===== src/design/sponge_hash_2048_permutation_defines.svh =====
// assertion macros used by the sponge hash design file sh2048_back
// needs clk and rst_n in the scope of each use
`ifndef SPONGE_HASH_2048_PERMUTATION_DEFINES_SVH
`define SPONGE_HASH_2048_PERMUTATION_DEFINES_SVH

// same-cycle implication
`define SH_CHK_IMPL(lbl, ante, cons) \
    lbl: assert property (@(posedge clk) disable iff (!rst_n) (ante) |-> (cons)) \
        else $error("sponge hash check failed");

// next-cycle implication
`define SH_CHK_NEXT(lbl, ante, cons) \
    lbl: assert property (@(posedge clk) disable iff (!rst_n) (ante) |=> (cons)) \
        else $error("sponge hash check failed");

`endif


===== src/design/sh2048_pkg.sv =====
// shared types, constants and round function of the sponge hash
// no dependencies
package sh2048_pkg;

    localparam int RATE_WORDS_DEF   = 20;
    localparam int DIGEST_WORDS_DEF = 6;
    localparam int STATE_WORDS      = 32;
    localparam int MAX_ROUNDS       = 24;

    typedef logic [STATE_WORDS-1:0][63:0] state_t;

    typedef struct packed {
        logic [63:0] word;
        logic [63:0] pad_word;
        logic        last;
        logic        full_last;
    } item_t;

    function automatic logic [7:0] round_const(input logic [4:0] r);
        logic [7:0] c;
        case (r)
            5'd0:  c = 8'h24;
            5'd1:  c = 8'h3f;
            5'd2:  c = 8'h6a;
            5'd3:  c = 8'h88;
            5'd4:  c = 8'h85;
            5'd5:  c = 8'ha3;
            5'd6:  c = 8'h08;
            5'd7:  c = 8'hd3;
            5'd8:  c = 8'h13;
            5'd9:  c = 8'h19;
            5'd10: c = 8'h8a;
            5'd11: c = 8'h2e;
            5'd12: c = 8'h03;
            5'd13: c = 8'h70;
            5'd14: c = 8'h73;
            5'd15: c = 8'h44;
            5'd16: c = 8'ha4;
            5'd17: c = 8'h09;
            5'd18: c = 8'h38;
            5'd19: c = 8'h22;
            5'd20: c = 8'h29;
            5'd21: c = 8'h9f;
            5'd22: c = 8'h31;
            5'd23: c = 8'hd0;
            default: c = 8'h00;
        endcase
        return c;
    endfunction

    function automatic logic [6:0] rot_amount(input logic [1:0] rs, input logic [1:0] row);
        logic [6:0] n;
        case ({rs, row})
            4'b00_01: n = 7'd14;
            4'b00_10: n = 7'd20;
            4'b00_11: n = 7'd22;
            4'b01_01: n = 7'd13;
            4'b01_10: n = 7'd68;
            4'b01_11: n = 7'd91;
            4'b10_01: n = 7'd27;
            4'b10_10: n = 7'd42;
            4'b10_11: n = 7'd106;
            4'b11_01: n = 7'd32;
            4'b11_10: n = 7'd48;
            4'b11_11: n = 7'd80;
            default:  n = 7'd0;
        endcase
        return n;
    endfunction

    function automatic state_t perm_round(input state_t s, input logic [4:0] r);
        logic [3:0][3:0][127:0] m;
        logic [127:0] a0, a1, a2, a3, b0, b1, b2, b3, t;
        logic [255:0] dbl;
        state_t o;
        for (int row = 0; row < 4; row++)
        begin
            for (int col = 0; col < 4; col++)
            begin
                m[row][col] = {s[2*(col*4+row)+1], s[2*(col*4+row)]};
            end
        end
        // s-box
        for (int row = 0; row < 4; row++)
        begin
            a0 = m[row][0];
            a1 = m[row][1];
            a2 = m[row][2];
            a3 = m[row][3];
            b3 = (a3 & a2) ^ a1;
            b1 = (a2 | a1) ^ a0;
            b0 = (b3 & a0) ^ a3;
            b2 = (b1 & a3) ^ a2;
            m[row][0] = b0;
            m[row][1] = b1;
            m[row][2] = b2;
            m[row][3] = b3;
        end
        // column mixing
        m[2] = m[2] ^ m[3];
        m[0] = m[0] ^ m[1];
        t = m[1][3]; m[1][3] = m[1][2]; m[1][2] = m[1][1]; m[1][1] = t ^ m[1][0]; m[1][0] = t;
        t = m[3][3]; m[3][3] = m[3][2]; m[3][2] = m[3][1]; m[3][1] = t ^ m[3][0]; m[3][0] = t;
        m[1] = m[1] ^ m[2];
        m[3] = m[3] ^ m[0];
        for (int k = 0; k < 2; k++)
        begin
            t = m[0][3]; m[0][3] = m[0][2]; m[0][2] = m[0][1]; m[0][1] = t ^ m[0][0]; m[0][0] = t;
            t = m[2][3]; m[2][3] = m[2][2]; m[2][2] = m[2][1]; m[2][1] = t ^ m[2][0]; m[2][0] = t;
        end
        m[2] = m[2] ^ m[3];
        m[0] = m[0] ^ m[1];
        m[1] = m[1] ^ m[2];
        m[3] = m[3] ^ m[0];
        // row rotations
        for (int row = 1; row < 4; row++)
        begin
            for (int col = 0; col < 4; col++)
            begin
                dbl = {m[row][col], m[row][col]} >> rot_amount(r[1:0], 2'(row));
                m[row][col] = dbl[127:0];
            end
        end
        m[3][3][7:0] = m[3][3][7:0] ^ round_const(r);
        for (int row = 0; row < 4; row++)
        begin
            for (int col = 0; col < 4; col++)
            begin
                o[2*(col*4+row)]   = m[row][col][63:0];
                o[2*(col*4+row)+1] = m[row][col][127:64];
            end
        end
        return o;
    endfunction

endpackage


===== src/design/sh2048_front.sv =====
// input queue and padding classification of message words
// depends on sh2048_pkg
module sh2048_front
    import sh2048_pkg::*;
(
    input  logic        clk,
    input  logic        rst_n,
    input  logic        push,
    output logic        full,
    input  logic [63:0] message_word,
    input  logic [6:0]  valid_bits,
    input  logic        last_word,
    output logic        item_valid,
    output item_t       item,
    input  logic        item_pop
);

    item_t       q_reg [2];
    logic        wptr_reg;
    logic        rptr_reg;
    logic [1:0]  cnt_reg;
    item_t       cls;
    logic        do_push;

    // padded word: bit index within message is msb-first per byte
    always_comb
    begin
        cls.word      = message_word;
        cls.last      = last_word;
        cls.full_last = last_word && (valid_bits >= 7'd64);
        for (int i = 0; i < 64; i++)
        begin
            if (7'(8*(i/8) + 7 - (i%8)) < valid_bits)
                cls.pad_word[i] = message_word[i];
            else
                cls.pad_word[i] = (7'(8*(i/8) + 7 - (i%8)) == valid_bits);
        end
    end

    assign full       = (cnt_reg == 2'd2);
    assign do_push    = push && !full;
    assign item_valid = (cnt_reg != 2'd0);
    assign item       = q_reg[rptr_reg];

    always_ff @(posedge clk)
    begin
        if (do_push)
        begin
            q_reg[wptr_reg] <= cls;
        end
    end

    always_ff @(posedge clk or negedge rst_n)
    begin
        if (!rst_n)
        begin
            wptr_reg <= 1'b0;
            rptr_reg <= 1'b0;
            cnt_reg  <= 2'd0;
        end
        else
        begin
            if (do_push)
                wptr_reg <= !wptr_reg;
            if (item_pop)
                rptr_reg <= !rptr_reg;
            case ({do_push, item_pop})
                2'b10:   cnt_reg <= cnt_reg + 2'd1;
                2'b01:   cnt_reg <= cnt_reg - 2'd1;
                default: cnt_reg <= cnt_reg;
            endcase
        end
    end

endmodule


===== config.mk =====
export PLATFORM = sky130hd
export DESIGN_NAME = sh2048_front
export DESIGN_NICKNAME = d
export VERILOG_FILES = /design/src/design/sponge_hash_2048_permutation_defines.svh /design/src/design/sh2048_pkg.sv /design/src/design/sh2048_front.sv
export SDC_FILE = /design/constraint.sdc
export NUM_CORES = 1
export LEC_CHECK = 0
export ABC_AREA = 1
export BUFFER_PORTS_ARGS = -buffer_cell sky130_fd_sc_hd__buf_2
export CAP_MARGIN = 15
export CORE_UTILIZATION = 60
export CTS_CLUSTER_DIAMETER = 40
export DETAILED_ROUTE_END_ITERATION = 8
export GPL_TIMING_DRIVEN = 0
export PLACE_DENSITY = 0.86
export SYNTH_ARGS = -nofsm -noshare
export SYNTH_HDL_FRONTEND = slang
export SYNTH_SLANG_ARGS = --single-unit

===== constraint.sdc =====
create_clock -name clk -period 20 [get_ports clk]
set_clock_uncertainty 0.05 [all_clocks]
set_input_delay 5 -clock clk [delete_from_list [all_inputs] [get_ports clk]]
set_output_delay 5 -clock clk [all_outputs]
set_load 0.02 [all_outputs]

* Word level (Yosys, flattened, before mapping) *
Memory sizes are Yosys's and may differ from the RTL's.
Cells that the tools add are included.

word-level totals
  flip-flop bits (word level) = 4
  memory bits (writable) = 260
  input bits = 76
  word-level logic and storage cells = 212
  memories = 1

cells by class
  add/sub/neg operators = 2
  magnitude comparators = 65
  eq/ne operators = 66
  muxes and demuxes = 67
  reductions and logical operators = 8

memory list
  memory  words  width  rd ports  clocked after Yosys merged registers in  write ports  RTL line            source
  q_reg   2      130    1         0                                        1            sh2048_front.sv:18  item_t q_reg [2];

operators with widths
  operator                                                                      number
  6-bit by 7-bit == test with 1-bit output (first input constant)               32
  6-bit by 7-bit less-than comparator with 1-bit output (first input constant)  32
  5-bit by 7-bit == test with 1-bit output (first input constant)               16
  5-bit by 7-bit less-than comparator with 1-bit output (first input constant)  16
  1-bit two-way mux                                                             66
  4-bit by 7-bit == test with 1-bit output (first input constant)               8
  4-bit by 7-bit less-than comparator with 1-bit output (first input constant)  8
  3-bit by 7-bit == test with 1-bit output (first input constant)               4
  3-bit by 7-bit less-than comparator with 1-bit output (first input constant)  4
  2-bit by 7-bit == test with 1-bit output (first input constant)               2
  1-bit by 7-bit less-than comparator with 1-bit output (first input constant)  2
  2-bit by 7-bit less-than comparator with 1-bit output (first input constant)  2
  1-bit by 7-bit == test with 1-bit output (first input constant)               1
  7-bit greater-or-equal comparator (second input constant)                     1
  7-bit zero test                                                               1
  2-bit == test (second input constant)                                         2
  2-bit case mux with 2 select lines                                            1
  2-bit nonzero test                                                            2
  1-bit zero test                                                               3
  2-bit by 1-bit adder with 2-bit output (second input constant)                1
  2-bit by 1-bit == test with 1-bit output (second input constant)              1
  1-bit logical AND                                                             2
  2-bit by 1-bit subtractor with 2-bit output (second input constant)           1

* Longest topological paths before layout *
Gate-level depths: netlist (run 1).

  depth after elaboration = 5
  mapped depth = 7

* Worst setup path before layout (run 1) *
OpenSTA, ideal clock, no wires.

  kind = input to register
  start = in push
  end = mem q_reg[0][0] (netlist name) (enable)
  arrival time = 10.607 ns
  required time = 19.329 ns
  setup slack = 8.721 ns
  stages = 2
  path through = o21ai_0 -> nor2_1

between the ends
  cells in the longest elaborated chain, start to end = 3

RTL lines
  item                                     RTL line            source
  from (decl)                              sh2048_front.sv:8   input logic push,
  1-bit logical AND                        sh2048_front.sv:41  assign do_push = push && !full;
  1-bit two-way mux                        sh2048_front.sv:47  if (do_push)
  1-bit two-way mux (implied by the code)  sh2048_front.sv:49  q_reg[wptr_reg] <= cls;
  to (decl)                                sh2048_front.sv:18

No other way between the ends.

==> metrics.yaml, run 1 <==
relSlewSlack: 0.3622
post_cts_resized: 0
fmax_mhz: 135.4
ys_seq_area_frac: 0.7279
rsz0062_at_grt: "no"
ctsHoldBuffers: 0
cts.reportedPaths.clkPinSlew_ns: 0.06
syn_to_final_growth_pct: 23.33
coreArea_sq_mm: 0.01748
hold_slack_ns: 0.5116
synth_cell_types: 27
grt_max_degree: 34
crit_slowest_cell: "mux2_2"
place_inst: 1171
route.detailed.drc: 0
postSynthCellCount: 735
die_h_um: 136.6
post-dp-hpwl_mm: 19.55
endpoint_kind: "output pin"
crit_chain: "clkbuf_1 > buf_2 > buf_2 > mux2_2 > buf_2"
clk_path_buf_depth: 3
yosysWarnings: 0
cap_viol_max_count: 0
worst_pin_slew_ns: 0.9468
cts_made_buffers: 31
cpMostUsedCell: "buf_2"
wire_per_inst_um: 22.65
grt_pass1_wl_mm: 40.62
avgSynthCellArea_sq_um: 14.78
rows: 48
worstSetupStartpointType: "register"
htreeDepth: 1
largest_reg_flops: 260
p_leak_nw: 5.167
grt_pass1_vias: 7264
drive_gt1_frac: 0.4281
nets: 1056
crit_arrival_ns: 2.34
cts-root-buf: "clkbuf_16"
critical_path_class: "register to output pin"
cts_tree: "done"
fillers: 1047
outcome: "complete, no violations"
path_max_fanout: 10
clkSinkCount: 264
hold_violations: 0
peakVddDrop_mv: 0.09777
syn-num-nets: 812
path_buf_inv: 4
detail_route.vias_per_cell: 5.862
finalMaxSlewViolations: 0
fin_crit_sh: 0.3693
io_pins: 208
post_cts_buffers: 0
cp.required_ns: 14.95
setup_viol: 0
clkLatencyLatePin_ns: 0.54
grt_util_all_layers: 0.3028
final.setup.tns_ns: 0
ant_nets: 0
place.port_buffers: 202
wl_mm: 27.91
cp_slowest_stage_delay_ns: 0.40
drtIter0Drc: 726
gp_congestion: 0.9535
fin_cells: 1232
period_minus_slack_ns: 7.386
initial_utilization: 0.6216
die_area_sq_mm: 0.01865
syn_area_sq_mm: 0.01086
vias: 7222
pwr_density_cell_mw_per_mm2: 151.2
die_w_um: 136.6
grt_overflow: 0
drtPass1Iterations: 7
hold_class: "register to register"
crit_family: "buffers and inverters"
antenna_found_initial: 4
synth-seq-cells: 264
==> final timing paths <==
path	startpoint	endpoint	slack, ns	cells past startpoint
setup / recovery	rptr_reg$_DFFE_PN0P_	item[60]	12.61	5
hold / removal	cnt_reg[0]$_DFFE_PN0P_	cnt_reg[0]$_DFFE_PN0P_	0.51	1
setup reg to reg	cnt_reg[1]$_DFFE_PN0P_	q_reg[0][129]$_DFFE_PP_	17.50	5
hold reg to reg	cnt_reg[0]$_DFFE_PN0P_	cnt_reg[0]$_DFFE_PN0P_	0.51	1
max in group asynchronous	rst_n	cnt_reg[1]$_DFFE_PN0P_	15.57	1
min in group asynchronous	rst_n	cnt_reg[0]$_DFFE_PN0P_	4.20	1
==> placed cells by master (no fill, tap or decap), types with 7 or more instances in the layout <==
cell type  count
buf_2        223
clkbuf_16     31
edfxtp_1     260
inv_1         18
mux2_2       130
nand2_1      154
nand3_1       42
nor2_1        40
nor2_2         7
o21ai_0       26
==> logic make-up after synthesis <==
| family | synth area share |
|---|---|
| DFF | 0.7279 |
| muxes | 0.1347 |
| xor gates and xnor gates | 0.003225 |
| and+or+nand+nor | 0.09639 |
| AOI/OAI and AO/OA | 0.01900 |
| adders and majority gates | 0.001151 |
| buffers and inverters | 0.01762 |
==> worst register-to-register path, cell delays in order (launching register included) <==
cell and delay [ns]:
dfrtp_1 0.37, inv_1 0.11, o21ai_0 0.32, nor2_4 0.76, buf_12 0.30, buf_12 0.26
==> cell usage after synthesis <==
master     count  share of area
a21oi_1        6         0.0028
buf_2         21         0.0097
clkbuf_1       2        0.00069
dfrtp_1        4         0.0092
edfxtp_1     260           0.72
ha_1           1         0.0012
inv_1         18         0.0062
inv_2          3         0.0010
mux2_2       130           0.13
nand2_1      154          0.053
nand2_2        3         0.0017
nand3_1       42          0.019
nand4_1        1        0.00058
nor2_1        42          0.015
nor2_2         7         0.0040
nor2_4         1         0.0010
nor3_1         3         0.0014
o21a_1         1        0.00069
o21ai_0       26          0.012
o21ai_1        1        0.00046
o21bai_1       1        0.00069
o21bai_2       1         0.0010
o22ai_1        1        0.00058
o2bb2ai_1      1        0.00081
or2_2          1        0.00058
xnor2_1        1        0.00081
xor2_1         3         0.0024
==> power by group <==
group	internal, mW	switching, mW
logic	0.259	0.434
registers	0.759	0.0313
clock network	0.323	0.220
==> routing by layer <==
metal	part of all wire	vias up	track usage	routed length, um
li1	-	3190	-	-
met1	0.37	3495	0.3842	10470
met2	0.49	454	0.5039	13750
met3	0.091	83	0.05852	2541
met4	0.041	0	0.1444	1147
met5	0	-	0	0
==> layout make-up <==
cell class	count	area [sq um]	share of cell area
inverter	21	78.83	0.005883
sequential	264	7908	0.5902
tap	225	281.5	0.02101
antenna	5	12.51	0.0009338
timing repair buffer	211	1221	0.09114
clock inverter	23	221.5	0.01653
clock buffer	33	783.3	0.05846
multi-input combinational	427	2780	0.2075
buffer	23	112.6	0.008404
==> stage by stage <==
stage          power, mW    util  cell area (sq um)  setup slack [ns]
2_1_floorplan      1.256       -              10860             8.721
3_3_place_gp       1.477  0.6956              12160             5.740
3_5_place_dp       1.487  0.7085              12380             12.90
4_1_cts            2.031  0.7660              13390             12.62
5_1_grt            2.094  0.7663              13390             12.55
6_report           2.026  0.7667              13400             12.61
Power figures use the tool's default switching activity.
==> inputs of run 2 (changes only) <==
CORE_UTILIZATION = 50   (was 60)
PLACE_DENSITY = 0.76   (was 0.86)
clock period = 6.66 ns   (was 20 ns; I/O delays follow)
==> run 2 against run 1 <==
Critical path depth unchanged. Via count down 1.1%. Sequential power rose to 3.0 times the previous value. Non-clock buffer count fell by 1. Sequential share of layout area is 0.45 points lower. Combinational power rose to 3.0 times the previous value. Worst setup slack worse by 10 ns. Register-to-register slack worse by 13 ns. Largest cell class unchanged.
==> metrics.yaml, run 2 (same netlist as run 1, synthesis figures left out) <==
outcome: "complete, no violations"
r2r_slack_ns: 4.17  # -13.33 ns
sequentialPowerShare: 0.383  # -0.007
r2r-start: "cnt_reg[1]$_DFFE_PN0P_"
hold_violations: 0  # unchanged
rows: 53  # +10%
cp-endpoint: "item[113]"
io_pins: 208  # unchanged
crit_start: "rptr_reg$_DFFE_PN0P_"
cts_made_buffers: 36  # +16%
post_cts_resized: 0  # unchanged
grt_overflow: 0  # unchanged
worstSetupStartpointType: "register"
critical_path_class: "register to output pin"
die_h_um: 149.4  # +9.4%
cts.reportedPaths.clkPinSlew_ns: 0.05  # about the same
place_inst: 1220  # +4.2%
fillers: 1602  # +53%
peakVddDrop_mv: 0.2944  # +200%
cp.required_ns: 4.95  # -10.00 ns
switching_share: 0.3366  # -0.001403
antenna_found_initial: 5  # +1
pwr_density_cell_mw_per_mm2: 457.3  # +200%
post-dp-hpwl_mm: 19.97  # +2.1%
nets: 1060  # +0.38%
initial_utilization: 0.5136  # -0.1081
drive_gt1_frac: 0.4304  # +0.002274
coreArea_sq_mm: 0.02115  # +21%
relSlewSlack: 0.3331  # -0.02908
ant_nets: 0  # unchanged
period_minus_slack_ns: 4.112
place.port_buffers: 202  # unchanged
hold_slack_ns: 0.5097  # -0.001905 ns
grt_pass1_wl_mm: 40.65  # about the same
wire_per_inst_um: 22.07  # -2.6%
largest_reg_flops: 260  # unchanged
route.detailed.drc: 0  # unchanged
die_area_sq_mm: 0.02232  # +20%
fin_crit_sh: 0.6174
seq_area_sq_mm: 0.007908  # unchanged
cts_tree: "done"
htreeDepth: 2  # +1
p_leak_nw: 5.191  # +0.47%
post_cts_buffers: 0  # unchanged
setup_viol: 0  # unchanged
mostFrequentLayoutCells: "edfxtp_1, buf_2, nand2_1"
timing.rr.end: "q_reg[1][89]$_DFFE_PP_"
wl_mm: 28.31  # +1.4%
clkLatencyLatePin_ns: 0.49  # -0.05 ns
intPower_mw: 4.096  # +210%
multi_input_area_sq_mm: 0.002780  # unchanged
syn_to_final_growth_pct: 24.28
vias: 7146  # -1.1%
fmax_mhz: 243.2
setup_slack_ns: 2.548  # -10.07 ns
rsz0062_at_grt: "no"
clkPwrFrac: 0.282  # +0.014
post-place-ws_ns: 2.892  # -10.01 ns
endpoint_kind: "output pin"
path_max_fanout: 10  # unchanged
gp_congestion: 0.9406  # -1.4%
grt_pass1_vias: 7165  # -1.4%
pwr-share-comb: 0.335  # -0.007
final_common_cell: "edfxtp_1"
drtIter0Drc: 631  # -13%
crit_arrival_ns: 2.40  # +0.06 ns
clk_path_buf_depth: 3  # unchanged
die_w_um: 149.4  # +9.4%
clkSinkCount: 264  # unchanged
grt_max_degree: 32  # -5.9%
drtPass1Iterations: 6  # -1
finalMaxSlewViolations: 0  # unchanged
ctsHoldBuffers: 0  # unchanged
worst_pin_slew_ns: 0.9928  # +0.04598 ns
cts-root-buf: "clkbuf_16"
final_util: 0.6383  # -0.1284
p_switching_mw: 2.078  # +200%
fin_cells: 1283  # +4.1%
detail_route.vias_per_cell: 5.570  # -5.0%
grt_util_all_layers: 0.2533  # -0.04952
hold_class: "register to register"
cap_viol_max_count: 0  # unchanged
reg2reg_depth: 5  # unchanged
-- run 2: worst min-delay path by stage --
stage                                       from                endpoint  cells after the start
after global routing      cnt_reg[0]$_DFFE_PN0P_  cnt_reg[0]$_DFFE_PN0P_                      1
after detailed placement  cnt_reg[0]$_DFFE_PN0P_  cnt_reg[0]$_DFFE_PN0P_                      1
after floorplan           cnt_reg[0]$_DFFE_PN0P_  cnt_reg[0]$_DFFE_PN0P_                      1
after global placement    cnt_reg[0]$_DFFE_PN0P_  cnt_reg[0]$_DFFE_PN0P_                      1
after CTS                 cnt_reg[0]$_DFFE_PN0P_  cnt_reg[0]$_DFFE_PN0P_                      1
final                     cnt_reg[0]$_DFFE_PN0P_  cnt_reg[0]$_DFFE_PN0P_                      1
-- run 2: per-layer routing --
| metal | vias to the layer above | part of all wire | GRT usage |
|---|---|---|---|
| met5 | - | 0.0014 | 0 |
| met4 | 6 | 0.036 | 0.1133 |
| met3 | 82 | 0.10 | 0.06544 |
| met2 | 394 | 0.48 | 0.4178 |
| met1 | 3471 | 0.38 | 0.3138 |
| li1 | 3193 | - | - |
-- run 2: critical path, stage by stage, from the launching register on --
cell and delay, ns:
dfrtp_1 0.32, clkbuf_1 0.28, buf_2 0.32, buf_2 0.39, mux2_2 0.42, buf_2 0.17
-- run 2: through the flow --
step | TNS, ns | cell area (sq um) | power (mW)
4_1_cts | 0 | 13500 | 6.210
2_1_floorplan | -333.77 | 10860 | 3.773
3_3_place_gp | -1172.82 | 12220 | 4.481
3_5_place_dp | 0 | 12400 | 4.468
5_1_grt | 0 | 13500 | 6.393
6_report | 0 | 13500 | 6.175
-- run 2: cell type report --
type,instances,area share
diodes,2,0.0003707
plain buffers,23,0.008340
clock buffers,41,0.06969
clock inverters,20,0.01140
inverters,21,0.005838
multi-input cells,427,0.2059
flip-flops and latches,264,0.5857
well taps,275,0.02548
repair buffers,210,0.08729
-- run 2: power by group through the flow --
stage	logic (mW)	registers, mW	clock network, mW
floorplan	1.32	2.45	0
global placement	1.97	2.51	0
detailed placement	2.07	2.40	0
CTS	2.08	2.37	1.76
global route	2.17	2.39	1.83
finish	2.07	2.36	1.74
==> inputs of run 3 (changes only) <==
clock period = 3.5 ns   (was 6.66 ns; I/O delays follow)
==> run 3 against run 2 <==
Non-clock buffer count grew 1. Wire length shrank 1.9%. Global-route usage shrank 0.19 points. Critical path type unchanged. Critical endpoint is now item[72]. Largest cell class unchanged.
==> metrics.yaml, run 3 (same netlist as run 1, synthesis figures left out) <==
final_util: 0.6415  # +0.003194
io_pins: 208  # unchanged
path_max_fanout: 10  # unchanged
reg2reg_depth: 6  # +1
fillers: 1597  # -0.31%
fmax_mhz: 299.7
cpMostUsedCell: "buf_2"
ant_nets: 0  # unchanged
cts_made_buffers: 35  # -2.8%
grt_pass1_wl_mm: 40.43  # -0.54%
peakVddDrop_mv: 0.4883  # +66%
rsz0062_at_grt: "no"
timing.rr.end: "q_reg[1][66]$_DFFE_PP_"
final_common_cell: "edfxtp_1"
cts.reportedPaths.clkPinSlew_ns: 0.05  # about the same
vias: 7145  # -0.014%
coreArea_sq_mm: 0.02115  # unchanged
die_w_um: 149.4  # unchanged
route.detailed.drc: 0  # unchanged
drtIter0Drc: 587  # -7.0%
finalMaxSlewViolations: 0  # unchanged
pwr_density_cell_mw_per_mm2: 874.4  # +91%
detail_route.vias_per_cell: 5.560  # -0.17%
initial_utilization: 0.5136  # unchanged
relSlewSlack: 0.3906  # +0.05756
hold_class: "input pin to asynchronous set/reset pin"
crit_chain: "clkbuf_1 > buf_2 > buf_2 > mux2_2 > buf_2"
clk_path_buf_depth: 3  # unchanged
cp.required_ns: 2.57  # -2.38 ns
post_cts_buffers: 0  # unchanged
cts_tree: "done"
multi_input_area_sq_mm: 0.002784  # +0.13%
power_mw: 11.87  # +92%
cp_slowest_stage_delay_ns: 0.41  # about the same
mostFrequentLayoutCells: "edfxtp_1, buf_2, nand2_1"
critical_path_class: "register to output pin"
drive_gt1_frac: 0.4330  # +0.002552
cts-root-buf: "clkbuf_16"
gp_congestion: 0.9541  # +1.4%
r2r-start: "cnt_reg[0]$_DFFE_PN0P_"
die_h_um: 149.4  # unchanged
rows: 53  # unchanged
wire_per_inst_um: 21.61  # -2.1%
syn_to_final_growth_pct: 24.90
ctsHoldBuffers: 0  # unchanged
period_minus_slack_ns: 3.336
post-dp-hpwl_mm: 19.35  # -3.1%
seq_area_sq_mm: 0.007908  # unchanged
wl_mm: 27.77  # -1.9%
antenna_found_initial: 3  # -2
post_cts_resized: 0  # unchanged
grt_util_all_layers: 0.2514  # -0.001877
fin_crit_sh: 0.9532
clkLatencyLatePin_ns: 0.50  # about the same
die_area_sq_mm: 0.02232  # unchanged
crit_slowest_cell: "mux2_2"
htreeDepth: 2  # unchanged
drtPass1Iterations: 5  # -1
grt_max_degree: 33  # +3.1%
crit_arrival_ns: 2.41  # about the same
clkSinkCount: 264  # unchanged
r2r_slack_ns: 1.27  # -2.90 ns
setup_viol: 0  # unchanged
nets: 1060  # unchanged
grt_pass1_vias: 7084  # -1.1%
largest_reg_flops: 260  # unchanged
worst_pin_slew_ns: 0.9071  # -0.08568 ns
worstSetupStartpointType: "register"
outcome: "complete, no violations"
cap_viol_max_count: 0  # unchanged
p_leak_nw: 5.239  # +0.92%
grt_overflow: 0  # unchanged
endpoint_kind: "output pin"
place.port_buffers: 202  # unchanged
hold_violations: 0  # unchanged
run 3: cell types whose count changed in the layout (fill, tap and decap cells not counted), moves of 2 or more:
cell	delta
clkinv_4	+4
clkinv_1	-2
inv_6	+4
clkinv_2	-2
clkinvlp_4	-6
run 3: power by group:
part           switching (mW)  leakage [nW]  internal (mW)
clock                    1.32         0.561           2.11
combinational            2.49          2.20           1.46
sequential              0.156          2.47           4.33
total                    3.96          5.24           7.90
run 3: worst max path at each step:
stage	startpoint	end	slack (ns)	cells after the start
3_3_place_gp	push	q_reg[1][66]$_DFFE_PP_	-1.07	3
3_5_place_dp	rptr_reg$_DFFE_PN0P_	item[88]	0.64	5
2_1_floorplan	push	q_reg[0][0]$_DFFE_PP_	0.1	2
6_report	rptr_reg$_DFFE_PN0P_	item[72]	0.16	5
5_1_grt	rptr_reg$_DFFE_PN0P_	item[91]	0.06	5
4_1_cts	rptr_reg$_DFFE_PN0P_	item[88]	0.08	5
run 3: per-layer routing:
layer  GRT usage  vias to the layer above  part of all wire
li1            -                     3198                 -
met1      0.3202                     3507              0.39
met2      0.4134                      381              0.49
met3     0.06483                       59             0.098
met4     0.09439                        0             0.025
met5           0                        -                 0
run 3: cell type report:
class,instances,share of cell area
Antenna cell,3,0.0005532
Buffer,23,0.008299
Clock buffer,42,0.06962
Multi-Input combinational cell,427,0.2052
Sequential cell,264,0.5828
Clock inverter,19,0.01411
Timing Repair Buffer,211,0.08834
Tap cell,275,0.02536
Inverter,21,0.005809
run 3: critical path, delay by kind of cell (launching register included):
| kind | cells | cell delay (ns) |
|---|---|---|
| mux | 1 | 0.41 |
| flops | 1 | 0.32 |
| buf+inv | 4 | 1.19 |
run 3: metrics by stage:
step / TNS (ns) / instances / setup slack [ns] / hold slack (ns) / area, sq um
6_report: 0 / 1285 / 0.1638 / 0.1173 / 13570
5_1_grt: 0 / 1284 / 0.05864 / 0.1131 / 13570
4_1_cts: 0 / 1282 / 0.08474 / 0.1044 / 13560
3_5_place_dp: 0 / 1221 / 0.6355 / 0.5284 / 12430
3_3_place_gp: -275.37 / 1212 / -1.074 / 0.5111 / 12240
2_1_floorplan: 0 / 735 / 0.09603 / 0.4869 / 10880
